### config.mk
export PLATFORM = sky130hd
export DESIGN_NAME = beam_peak_detector
export DESIGN_NICKNAME = d
export VERILOG_FILES = /design/src/rtl/core/bpd_pkg.sv /design/src/rtl/core/bpd_track.sv /design/src/rtl/core/bpd_out_buf.sv /design/src/rtl/core/beam_peak_detector.sv
export SDC_FILE = /design/constraint.sdc
export NUM_CORES = 1
export LEC_CHECK = 0
export BUFFER_PORTS_ARGS = -buffer_cell sky130_fd_sc_hd__buf_2
export CAP_MARGIN = 20
export CORE_MARGIN = 1
export CORE_UTILIZATION = 32
export DETAILED_ROUTE_END_ITERATION = 10
export SLEW_MARGIN = 20
export SYNTH_ARGS = -nofsm -noshare
export SYNTH_HDL_FRONTEND = slang
export SYNTH_SLANG_ARGS = --single-unit
### constraint.sdc
create_clock -name clk_i -period 18.7 [get_ports clk_i]
set_input_delay 3.74 -clock clk_i [delete_from_list [all_inputs] [get_ports clk_i]]
set_output_delay 3.74 -clock clk_i [all_outputs]
set_load 0.02 [all_outputs]
### src/rtl/core/bpd_pkg.sv
// bpd_pkg: shared types and constants of the beam peak detector
// no dependencies; imported by bpd_track, bpd_out_buf and beam_peak_detector
`timescale 1ns / 1ps

package bpd_pkg;

  localparam int unsigned LevelW = 16;
  localparam int unsigned BinW   = 12;
  localparam int unsigned FracW  = 11;
  localparam int unsigned FracSh = 10;
  localparam int unsigned CfgIdxW  = 2;
  localparam int unsigned CfgDataW = 16;

  // valley level register is one bit wider than a sample so it can hold the marker
  localparam logic [LevelW:0] NoValley = 17'd99999;
  localparam logic [BinW-1:0] BinMax   = 12'd4095;

  localparam logic [CfgIdxW-1:0] RegMinPeakHeight    = 2'd0;
  localparam logic [CfgIdxW-1:0] RegEndFraction      = 2'd1;
  localparam logic [CfgIdxW-1:0] RegRecursiveFraction = 2'd2;

  localparam logic [FracW-1:0]  RstEndFraction       = 11'd614;
  localparam logic [FracW-1:0]  RstRecursiveFraction = 11'd1004;
  localparam logic [LevelW-1:0] RstMinPeakHeight     = 16'd110;

  typedef struct packed {
    logic [LevelW-1:0] min_peak_height;
    logic [FracW-1:0]  end_fraction;
    logic [FracW-1:0]  recursive_fraction;
  } bpd_cfg_t;

  typedef struct packed {
    logic [BinW-1:0]   valley_bin;
    logic [BinW-1:0]   peak_bin;
    logic [BinW-1:0]   end_bin;
    logic [LevelW-1:0] valley_level;
    logic [LevelW-1:0] peak_level;
    logic [LevelW-1:0] threshold;
  } bpd_result_t;

endpackage

### src/rtl/core/bpd_track.sv
// bpd_track: valley / peak tracking state and the per-sample close decision
// depends on bpd_pkg
`timescale 1ns / 1ps

module bpd_track #(
  parameter int unsigned MAX_BINS = 4096
) (
  input  logic                      clk_i,
  input  logic                      rst_ni,
  input  logic                      accept_i,
  input  logic [bpd_pkg::LevelW-1:0] intensity_i,
  input  logic                      visited_i,
  input  logic                      beam_start_i,
  input  bpd_pkg::bpd_cfg_t         cfg_i,
  output logic                      res_valid_o,
  output bpd_pkg::bpd_result_t      res_o
);
  import bpd_pkg::*;

  localparam int unsigned LimitInt = (MAX_BINS - 1 > 4095) ? 4095 : (MAX_BINS - 1);
  localparam logic [BinW-1:0] BinLimit = BinW'(LimitInt);
  localparam int unsigned ProdW = LevelW + FracW;

  logic [LevelW:0]   valley_q, valley_d;
  logic [BinW-1:0]   valley_idx_q, valley_idx_d;
  logic [LevelW-1:0] peak_q, peak_d;
  logic [BinW-1:0]   peak_idx_q, peak_idx_d;
  logic [BinW-1:0]   bin_q, bin_d;

  logic [LevelW:0]   cur_valley;
  logic [LevelW-1:0] cur_peak;
  logic [BinW-1:0]   idx;
  logic [LevelW-1:0] height;
  logic [LevelW-1:0] rise;
  logic [ProdW-1:0]  end_prod;
  logic [ProdW-1:0]  rise_scaled;
  logic [ProdW-1:0]  thr_prod;
  logic [LevelW+1:0] thr_sum;
  logic [LevelW-1:0] thr;
  logic              closes;

  always_comb begin
    cur_valley = beam_start_i ? NoValley : valley_q;
    cur_peak   = beam_start_i ? '0 : peak_q;
    idx        = beam_start_i ? '0 : bin_q;

    // only meaningful when peak > valley, where valley fits in a sample
    height      = cur_peak - cur_valley[LevelW-1:0];
    rise        = intensity_i - cur_valley[LevelW-1:0];
    end_prod    = {{FracW{1'b0}}, height} * {{LevelW{1'b0}}, cfg_i.end_fraction};
    rise_scaled = {1'b0, rise, {FracSh{1'b0}}};
    closes      = rise_scaled < end_prod;

    thr_prod = {{FracW{1'b0}}, height} * {{LevelW{1'b0}}, cfg_i.recursive_fraction};
    thr_sum  = {2'b00, cur_valley[LevelW-1:0]} + {1'b0, thr_prod[ProdW-1:FracSh]};
    thr      = (thr_sum[LevelW+1:LevelW] != 2'b00) ? {LevelW{1'b1}} : thr_sum[LevelW-1:0];

    valley_d     = cur_valley;
    valley_idx_d = valley_idx_q;
    peak_d       = cur_peak;
    peak_idx_d   = peak_idx_q;
    res_valid_o  = 1'b0;

    if (visited_i) begin
      valley_d = NoValley;
      peak_d   = '0;
    end else if ({1'b0, intensity_i} < cur_valley) begin
      valley_d     = {1'b0, intensity_i};
      valley_idx_d = idx;
      peak_d       = '0;
    end else if (intensity_i > cur_peak) begin
      peak_d     = intensity_i;
      peak_idx_d = idx;
    end else if ({1'b0, cur_peak} > cur_valley && closes) begin
      res_valid_o  = accept_i && (height > cfg_i.min_peak_height);
      valley_d     = {1'b0, intensity_i};
      valley_idx_d = idx;
      peak_d       = '0;
    end

    bin_d = (idx < BinLimit) ? idx + 1'b1 : idx;

    res_o.valley_bin   = valley_idx_q;
    res_o.peak_bin     = peak_idx_q;
    res_o.end_bin      = idx;
    res_o.valley_level = cur_valley[LevelW-1:0];
    res_o.peak_level   = cur_peak;
    res_o.threshold    = thr;
  end

  always_ff @(posedge clk_i or negedge rst_ni) begin
    if (!rst_ni) begin
      valley_q     <= NoValley;
      valley_idx_q <= '0;
      peak_q       <= '0;
      peak_idx_q   <= '0;
      bin_q        <= '0;
    end else if (accept_i) begin
      valley_q     <= valley_d;
      valley_idx_q <= valley_idx_d;
      peak_q       <= peak_d;
      peak_idx_q   <= peak_idx_d;
      bin_q        <= bin_d;
    end
  end

endmodule

### src/rtl/core/bpd_out_buf.sv
// bpd_out_buf: output register with a skid entry for the result channel
// depends on bpd_pkg
`timescale 1ns / 1ps

module bpd_out_buf (
  input  logic                 clk_i,
  input  logic                 rst_ni,
  input  logic                 push_i,
  input  bpd_pkg::bpd_result_t push_data_i,
  output logic                 space_o,
  output logic                 out_valid_o,
  input  logic                 out_ready_i,
  output bpd_pkg::bpd_result_t out_data_o
);
  import bpd_pkg::*;

  logic        out_valid_q, out_valid_d;
  logic        skid_valid_q, skid_valid_d;
  bpd_result_t out_q, out_d;
  bpd_result_t skid_q, skid_d;

  always_comb begin
    out_valid_d  = out_valid_q;
    skid_valid_d = skid_valid_q;
    out_d        = out_q;
    skid_d       = skid_q;
    if (!out_valid_q || out_ready_i) begin
      // output slot frees up: the older skid entry goes first
      if (skid_valid_q) begin
        out_d        = skid_q;
        out_valid_d  = 1'b1;
        skid_valid_d = push_i;
        skid_d       = push_data_i;
      end else begin
        out_valid_d = push_i;
        out_d       = push_data_i;
      end
    end else if (push_i) begin
      skid_valid_d = 1'b1;
      skid_d       = push_data_i;
    end
  end

  always_ff @(posedge clk_i or negedge rst_ni) begin
    if (!rst_ni) begin
      out_valid_q  <= 1'b0;
      skid_valid_q <= 1'b0;
    end else begin
      out_valid_q  <= out_valid_d;
      skid_valid_q <= skid_valid_d;
    end
  end

  always_ff @(posedge clk_i) begin
    out_q  <= out_d;
    skid_q <= skid_d;
  end

  assign space_o     = !skid_valid_q;
  assign out_valid_o = out_valid_q;
  assign out_data_o  = out_q;

endmodule

### src/rtl/core/beam_peak_detector.sv
// beam_peak_detector: one sample per cycle while the skid entry is free, state updated at the input transfer
// a closed peak is registered in the output register, or in the skid entry while the output is stalled
// throughput: one sample per cycle while the skid entry is free, set by the tracking update
// a two-entry output buffer keeps input transfers going while a result is stalled, until the skid entry fills
// reset: tracking cleared (no valley), bin index zero, registers at their defaults
`timescale 1ns / 1ps

module beam_peak_detector #(
  parameter int unsigned MAX_BINS = 4096
) (
  input  logic                          clk_i,
  input  logic                          rst_ni,
  input  logic                          cfg_we_i,
  input  logic [bpd_pkg::CfgIdxW-1:0]   cfg_index_i,
  input  logic [bpd_pkg::CfgDataW-1:0]  cfg_data_i,
  input  logic                          in_valid_i,
  output logic                          in_ready_o,
  input  logic [bpd_pkg::LevelW-1:0]    intensity_i,
  input  logic                          visited_i,
  input  logic                          beam_start_i,
  output logic                          out_valid_o,
  input  logic                          out_ready_i,
  output logic [bpd_pkg::BinW-1:0]      valley_bin_o,
  output logic [bpd_pkg::BinW-1:0]      peak_bin_o,
  output logic [bpd_pkg::BinW-1:0]      end_bin_o,
  output logic [bpd_pkg::LevelW-1:0]    valley_level_o,
  output logic [bpd_pkg::LevelW-1:0]    peak_level_o,
  output logic [bpd_pkg::LevelW-1:0]    threshold_o
);
  import bpd_pkg::*;

  bpd_cfg_t    cfg_q;
  logic        accept;
  logic        res_valid;
  logic        space;
  bpd_result_t res;
  bpd_result_t out_data;

  always_ff @(posedge clk_i or negedge rst_ni) begin
    if (!rst_ni) begin
      cfg_q.min_peak_height    <= RstMinPeakHeight;
      cfg_q.end_fraction       <= RstEndFraction;
      cfg_q.recursive_fraction <= RstRecursiveFraction;
    end else if (cfg_we_i) begin
      case (cfg_index_i)
        RegMinPeakHeight:     cfg_q.min_peak_height    <= cfg_data_i;
        RegEndFraction:       cfg_q.end_fraction       <= cfg_data_i[FracW-1:0];
        RegRecursiveFraction: cfg_q.recursive_fraction <= cfg_data_i[FracW-1:0];
        default: ;
      endcase
    end
  end

  assign in_ready_o = space;
  assign accept     = in_valid_i && space;

  bpd_track #(
    .MAX_BINS(MAX_BINS)
  ) u_track (
    .clk_i       (clk_i),
    .rst_ni      (rst_ni),
    .accept_i    (accept),
    .intensity_i (intensity_i),
    .visited_i   (visited_i),
    .beam_start_i(beam_start_i),
    .cfg_i       (cfg_q),
    .res_valid_o (res_valid),
    .res_o       (res)
  );

  bpd_out_buf u_out_buf (
    .clk_i      (clk_i),
    .rst_ni     (rst_ni),
    .push_i     (res_valid),
    .push_data_i(res),
    .space_o    (space),
    .out_valid_o(out_valid_o),
    .out_ready_i(out_ready_i),
    .out_data_o (out_data)
  );

  assign valley_bin_o   = out_data.valley_bin;
  assign peak_bin_o     = out_data.peak_bin;
  assign end_bin_o      = out_data.end_bin;
  assign valley_level_o = out_data.valley_level;
  assign peak_level_o   = out_data.peak_level;
  assign threshold_o    = out_data.threshold;

endmodule

==> impl_metrics.toml, run 1 <==
[run_status]
status = "complete, no violations"

[detailed_routing]
vias = 17940
drtIter0Drc = 1103
ant_nets = 0
vias_per_cell = 4.905
routedWlPerCell_um = 17.79
drt-pass1-iter-count = 5
postRouteWirelength_um = 65070
drc_errors = 0

[die]
die_w_um = 284.4
die_h_um = 284.4
ios = 127
core-area_um2 = 79000
fp-row-count = 103
initial_core_util_pct = 32.30
die_area_um2 = 80880

[timing]
hold_viol_final = 0
tightest_slew_ns = 1.058
max_slew_margin_pct = 29.30
slew_viol_final = 0
skew_ns = 0.02321
fmax_ghz = 0.06799
tns_ns = 0
setup_viol = 0
post-route-min-period_ns = 14.71
fin_crit_sh_pct = 78.65
rsz0062_at_grt = "no"

[setup_path]
reg2reg_depth = 40
arrival_ns = 14.89
path_class = "input pin to flip-flop"
path_common_cell = "inv_1"
slowest_stage = "o21ai_4"
start_kind = "input pin"
max_stage_delay_ns = 0.76
cp_max_fo = 61
worst_setup_path_end_kind = "flip-flop"
worst_ep_required_time_ns = 18.89

[synth]
synth_cell_types = 89
synth_nets = 3016
ys_async_sr_fraction_pct = 39.35
synth_flop_cell = "edfxtp_1"
avgSynthCellArea_um2 = 10.17
synth_edf_count = 168
synth_seq_area_share_pct = 30.59
yosys_warnings = 0
ys_seq_elements = 277
synthCells = 2509
synth_top_cell_by_area = "edfxtp_1"
yosys.area.top_type_share_pct = 19.77
synth_area_leaders = "edfxtp_1 20%, fa_1 20%, ha_1 11%"
synth_area_um2 = 25520

[clocking]
cts_made_buffers = 34
clk_latency_ns = 0.54
cts_tree = "yes"
post_cts_buffers = 0
cts_hold_buf = 0
clk_pin_slew_ns = 0.06
clock-sinks = 277
cts_max_level = 2
clockBufferDepth = 3
cts-root-buf = "clkbuf_16"
cts_resized = 0

[finish]
diodes = 0
syn2layout_area_growth_pct = 11.83
layout_common_cells = "367 x inv_1, 267 x nand2_1, 250 x fa_1"
drive_gt1_share_pct = 13.80
nets = 3089
layout_commonest_cell = "inv_1"

[global_route]
antenna_found_initial = 0
grt_pass1_vias = 17840
grt.total_usage_pct = 16.16
grt_pass1_wl_um = 103200
grt_max_degree = 87
overflow = 0

[place]
dp_hpwl_um = 48100
io_buffers = 126
gp_congestion = 0.8425

[min_path]
whs_path_depth = 2
min_path_type = "flip-flop to flip-flop"

[job]
drv_cap = 0
-- routing by layer --
layer | track usage [%] | up-vias | part of all wire, % | wire length [µm]
met4 | 3.562 | 0 | 1.9 | 1251
met2 | 25.71 | 489 | 45 | 29090
met3 | 2.408 | 52 | 5.9 | 3825
met1 | 23.11 | 8882 | 47 | 30910
met5 | 0 | - | 0 | 0
li1 | - | 8518 | - | -
-- flip-flops by register name, indices dropped and copies added, names as in the netlist --
signal and count:
cfg_q 38, u_out_buf.out_data_o 84, u_out_buf.out_valid_o 1, u_out_buf.skid_q 84, u_out_buf.skid_valid_q 1, u_track.bin_q 12
u_track.peak_idx_q 12, u_track.peak_q 16, u_track.valley_idx_q 12, u_track.valley_q 17
-- kinds of logic (layout without fill, tap and decap cells) --
| kind of cell | count (synthesis) | after routing | synth area share, % |
|---|---|---|---|
| compound gates | 380 | 380 | 10.50 |
| simple gates | 726 | 726 | 14.51 |
| buf+inv | 483 | 582 | 7.208 |
| mux | 94 | 94 | 4.133 |
| fa+ha+maj | 467 | 467 | 30.24 |
| xor+xnor | 82 | 82 | 2.814 |
| flops | 277 | 277 | 30.59 |
-- worst max-delay path: cells and delay by family --
| kind | cells | cell delay, ns |
|---|---|---|
| AOI/OAI and AO/OA | 18 | 4.17 |
| adders and majority gates | 9 | 3.59 |
| and+or+nand+nor | 5 | 1.39 |
| buffers and inverters | 9 | 1.14 |
| xor gates and xnor gates | 1 | 0.72 |
-- final timing paths --
path	slack, ns	endpoint	start
min in group asynchronous	3.22	cfg_q[1]	rst_ni
hold / removal	0.46	u_track.valley_q[9]	u_track.valley_q[9]
hold reg to reg	0.46	u_track.valley_q[9]	u_track.valley_q[9]
max in group asynchronous	14.05	u_out_buf.skid_valid_q	rst_ni
setup / recovery	3.99	u_out_buf.skid_q[4]	beam_start_i
setup reg to reg	7.34	u_out_buf.skid_q[4]	u_track.valley_q[0]
-- cells in the mapped netlist, types with 19 or more instances --
master / n
a21o_1: 36
a21oi_1: 69
and2_1: 126
and3_1: 37
clkbuf_1: 97
dfrtp_1: 82
dfstp_2: 27
edfxtp_1: 168
fa_1: 250
ha_1: 216
inv_1: 367
mux2_2: 83
nand2_1: 267
nand2b_1: 62
nand3_1: 39
nand4_1: 19
nor2_1: 68
nor2b_1: 42
o21ai_0: 79
o31a_1: 23
o31ai_1: 21
xnor2_1: 50
xor2_1: 32
-- through the flow --
stage | utilization (%) | instances | setup WS (ns) | instance area (µm²) | hold slack [ns]
floorplan | - | 2509 | 0.006869 | 25620 | 0.4357
global placement | 34.71 | 3596 | 3.691 | 27420 | 0.4486
detailed placement | 34.71 | 3596 | 3.585 | 27420 | 0.4519
CTS | 36.11 | 3658 | 4.110 | 28520 | 0.4612
global route | 36.12 | 3658 | 3.477 | 28540 | 0.4843
finish | 36.12 | 3658 | 3.993 | 28540 | 0.4627
-- area by class of cell --
cell class                 instances  area, µm²
multi-input combinational       1749      16090
inverter                         369       1385
clock buffer                      43      925.9
fill                            7917      50460
clock inverter                    19      177.7
tap                             1050       1314
timing repair buffer             151      837.1
sequential                       277       7810
Power of run 1 is not shown: default switching activity piles up to over one toggle a cycle in this logic, so the estimate is an artifact.
==> run 2: changes to the inputs <==
- clock period: 18.7 -> 13.2 ns (I/O delays scaled with it)
==> impl_metrics.toml, run 2 (synthesized netlist as in run 1, its figures left out) <==
[run_status]
status = "complete, no violations"

[setup_path]
path_class = "input pin to flip-flop"
cp_max_fo = 18
start_kind = "input pin"
slowest_stage = "xnor2_4"
arrival_ns = 12.44
worst_setup_path_end_kind = "flip-flop"
max_stage_delay_ns = 0.73
worst_ep_required_time_ns = 13.68
reg2reg_depth = 39
path_common_cell = "fa_1"

[global_route]
antenna_found_initial = 2
grt_max_degree = 71
grt_pass1_vias = 18500
overflow = 0
grt_pass1_wl_um = 106700
grt.total_usage_pct = 16.76

[die]
initial_core_util_pct = 32.30
die_w_um = 284.4
fp-row-count = 103
core-area_um2 = 79000
die_h_um = 284.4
ios = 127
die_area_um2 = 80880

[place]
dpl_cell_area_um2 = 27830
io_buffers = 126
gp_congestion = 0.8888
dp_hpwl_um = 50860

[finish]
post-route-util_pct = 36.73
drive_gt1_share_pct = 16.08
design_area_um2 = 29020
layout_common_cells = "362 x inv_1, 262 x nand2_1, 250 x fa_1"
nFillCells = 7866
layout_commonest_cell = "inv_1"
nets = 3123
syn2layout_area_growth_pct = 13.70

[job]
drv_cap = 0

[clocking]
cts_tree = "yes"
cts_max_level = 2
cts_made_buffers = 35
cts-root-buf = "clkbuf_16"
clk_latency_ns = 0.55
clockBufferDepth = 3
cts_resized = 0
cts_hold_buf = 0
clock-sinks = 277
clk_pin_slew_ns = 0.05
post_cts_buffers = 0

[detailed_routing]
drtIter0Drc = 1197
drc_errors = 0
drt-pass1-iter-count = 5
routedWlPerCell_um = 18.32
postRouteWirelength_um = 67710
vias_per_cell = 4.931
ant_nets = 0
vias = 18220

[min_path]
whs_path_depth = 2
min_path_type = "flip-flop to flip-flop"

[timing]
tightest_slew_ns = 0.9720
post-route-min-period_ns = 11.97
rsz0062_at_grt = "no"
max_slew_margin_pct = 35.20
slew_viol_final = 0
fmax_ghz = 0.08356
fin_crit_sh_pct = 90.66
skew_ns = 0.03057
setup_viol = 0
hold_ws_ns = 0.4583
hold_viol_final = 0
run 2: area by class of cell:
cell class	count	area, µm²	share of cell area, %
antenna	2	5.005	0.01725
clock buffer	47	970.9	3.346
clock inverter	17	212.7	0.7331
inverter	369	1385	4.774
multi-input combinational	1749	16200	55.83
sequential	277	7810	26.92
tap	1050	1314	4.528
timing repair buffer	184	1119	3.855
run 2: routing by layer:
metal  vias to the layer above  global-route usage (%)  wire length [µm]
met1                      9014                   23.60             31590
met2                       525                   26.93             31060
li1                       8602                       -                 -
met3                        77                   2.464              3657
met4                         2                   4.126              1389
met5                         -                       0                13
run 2: through the flow:
step / setup TNS [ns] / worst slack (ns) / cells
3_3_place_gp: 0 / 0.8523 / 3629
3_5_place_dp: 0 / 0.7016 / 3629
2_1_floorplan: -333.83 / -3.974 / 2509
6_report: 0 / 1.233 / 3695
4_1_cts: 0 / 1.217 / 3693
5_1_grt: 0 / 0.7096 / 3694
run 2: final timing paths:
kind | from | endpoint | slack, ns
worst min-delay path | u_track.valley_q[9] | u_track.valley_q[9] | 0.46
min in group asynchronous | rst_ni | cfg_q[37] | 2.10
worst max-delay path | beam_start_i | u_track.valley_q[3] | 1.23
worst min register to register | u_track.valley_q[9] | u_track.valley_q[9] | 0.46
worst max register to register | u_track.valley_q[1] | u_out_buf.out_data_o[13] | 3.15
max in group asynchronous | rst_ni | u_out_buf.skid_valid_q | 9.60
run 2: worst max-delay path, delay by kind of cell:
| family | cells | cell delay, ns |
|---|---|---|
| AOI/OAI and AO/OA | 19 | 3.69 |
| adders and majority gates | 9 | 3.32 |
| and+or+nand+nor | 4 | 1.05 |
| buffers and inverters | 8 | 1.01 |
| xor gates and xnor gates | 1 | 0.73 |
Power of run 2 is left out for the same reason.
==> run 3: changes to the inputs <==
- CORE_UTILIZATION: 32 -> 45
- clock period: 13.2 -> 11.5 ns (I/O delays scaled with it)
==> impl_metrics.toml, run 3 (synthesized netlist as in run 1, its figures left out) <==
[run_status]
status = "complete, no violations"

[setup_path]
reg2reg_from = "u_track.valley_q[1]"
reg2reg_depth = 41
slowest_stage = "fa_1"
worst_ep_required_time_ns = 11.77
path_common_cell = "fa_1"
crit-reg2reg-capture = "u_out_buf.skid_q[34]"
arrival_ns = 11.23
path_class = "input pin to flip-flop"
cp_max_fo = 22
worst_setup_path_end_kind = "flip-flop"
rrSetupSlack_ns = 1.92
start_kind = "input pin"
max_stage_delay_ns = 0.56

[detailed_routing]
drtIter0Drc = 967
vias = 18620
drt-pass1-iter-count = 5
drc_errors = 0
vias_per_cell = 5.355
routedWlPerCell_um = 19.20
postRouteWirelength_um = 66740
ant_nets = 0

[global_route]
overflow = 0
grt.total_usage_pct = 23.80
grt_max_degree = 72
grt_pass1_vias = 19360
grt_pass1_wl_um = 106600
antenna_found_initial = 2

[clocking]
cts_max_level = 1
clockBufferDepth = 3
clk_latency_ns = 0.58
clk_pin_slew_ns = 0.06
cts-root-buf = "clkbuf_16"
cts_tree = "yes"
cts_made_buffers = 30
clock-sinks = 277

[timing]
post-route-min-period_ns = 10.96
tns_ns = 0
fin_crit_sh_pct = 95.29
fmax_ghz = 0.09125
layout_setup_ws_ns = 0.5416
rsz0062_at_grt = "no"
slew_viol_final = 0
hold_viol_final = 0
skew_ns = 0.01896
tightest_slew_ns = 0.7870
max_slew_margin_pct = 47.53
setup_viol = 0

[place]
dp_hpwl_um = 51900
dp.cells = 3417
gp_congestion = 0.9187
dpl_cell_area_um2 = 28180
dp_slack_ns = -0.1098
io_buffers = 126

[finish]
layout.cells.non_filler = 3476
design_area_um2 = 29200
nFillCells = 5003
layout_commonest_cell = "inv_1"
nets = 3209
syn2layout_area_growth_pct = 14.44
layout_common_cells = "362 x inv_1, 262 x nand2_1, 250 x fa_1"
drive_gt1_share_pct = 18.78

[die]
core-area_um2 = 55520
die_h_um = 240.1
die_w_um = 240.1
ios = 127
fp-row-count = 86
initial_core_util_pct = 45.96
die_area_um2 = 57660

[min_path]
whs_path_depth = 2
min_to = "u_track.valley_q[10]"
hp-start = "u_track.valley_q[10]"
min_path_type = "flip-flop to flip-flop"

[job]
drv_cap = 0
run 3: cell count changes in the layout (fill, tap and decap cells not counted), sizes merged:
cell / previous run / this run
clkinv: 10 / 13
buf: 184 / 275
clkbuf: 47 / 36
inv: 370 / 369
clkinvlp: 3 / 4
run 3: stage by stage:
| stage | util, % | hold WS (ns) |
|---|---|---|
| 2_1_floorplan | - | 0.4357 |
| 3_3_place_gp | 50.76 | 0.4475 |
| 3_5_place_dp | 50.76 | 0.4529 |
| 4_1_cts | 52.56 | 0.4626 |
| 5_1_grt | 52.59 | 0.4863 |
| 6_report | 52.60 | 0.4611 |
run 3: how the worst max path moves through the flow:
stage                      start                   end  slack [ns]
finish              beam_start_i  u_out_buf.skid_q[34]        0.54
global route        beam_start_i   u_out_buf.skid_q[0]        0.02
CTS                 beam_start_i   u_out_buf.skid_q[0]        0.44
detailed placement  beam_start_i  u_out_buf.skid_q[35]       -0.11
global placement    beam_start_i  u_out_buf.skid_q[42]        0.05
floorplan           beam_start_i   u_out_buf.skid_q[0]       -5.33
run 3: final cells by class:
cell class / count / area [µm²] / share of cell area, %
Antenna cell: 2 / 5.005 / 0.01714
Clock buffer: 36 / 804.5 / 2.755
Clock inverter: 20 / 195.2 / 0.6684
Inverter: 369 / 1385 / 4.743
Multi-Input combinational cell: 1749 / 16190 / 55.43
Sequential cell: 277 / 7810 / 26.74
Tap cell: 748 / 935.9 / 3.205
Timing Repair Buffer: 275 / 1881 / 6.439
run 3: repair_timing:
item,in CTS,in global routing
endpoints found under the hold margin,0,0
setup endpoints to repair,0,75
setup buffers,0,1
hold buffers,0,0
gates resized for setup,0,1
run 3: per-layer routing:
metal  global-route usage (%)  vias to the layer above  part of all wire (%)
met5                        0                        -                 0.019
met4                    6.485                        2                   2.4
met3                    3.065                       86                   5.4
met2                    39.02                      510                    46
met1                    33.12                     9267                    46
li1                         -                     8750                     -
run 3: critical path: cells and delay by family:
family          cells  cell delay (ns)
simple gates        7             1.22
compound gates     16             2.86
buf+inv            10             1.50
fa+ha+maj           8             3.32
Power of run 3 is left out for the same reason.
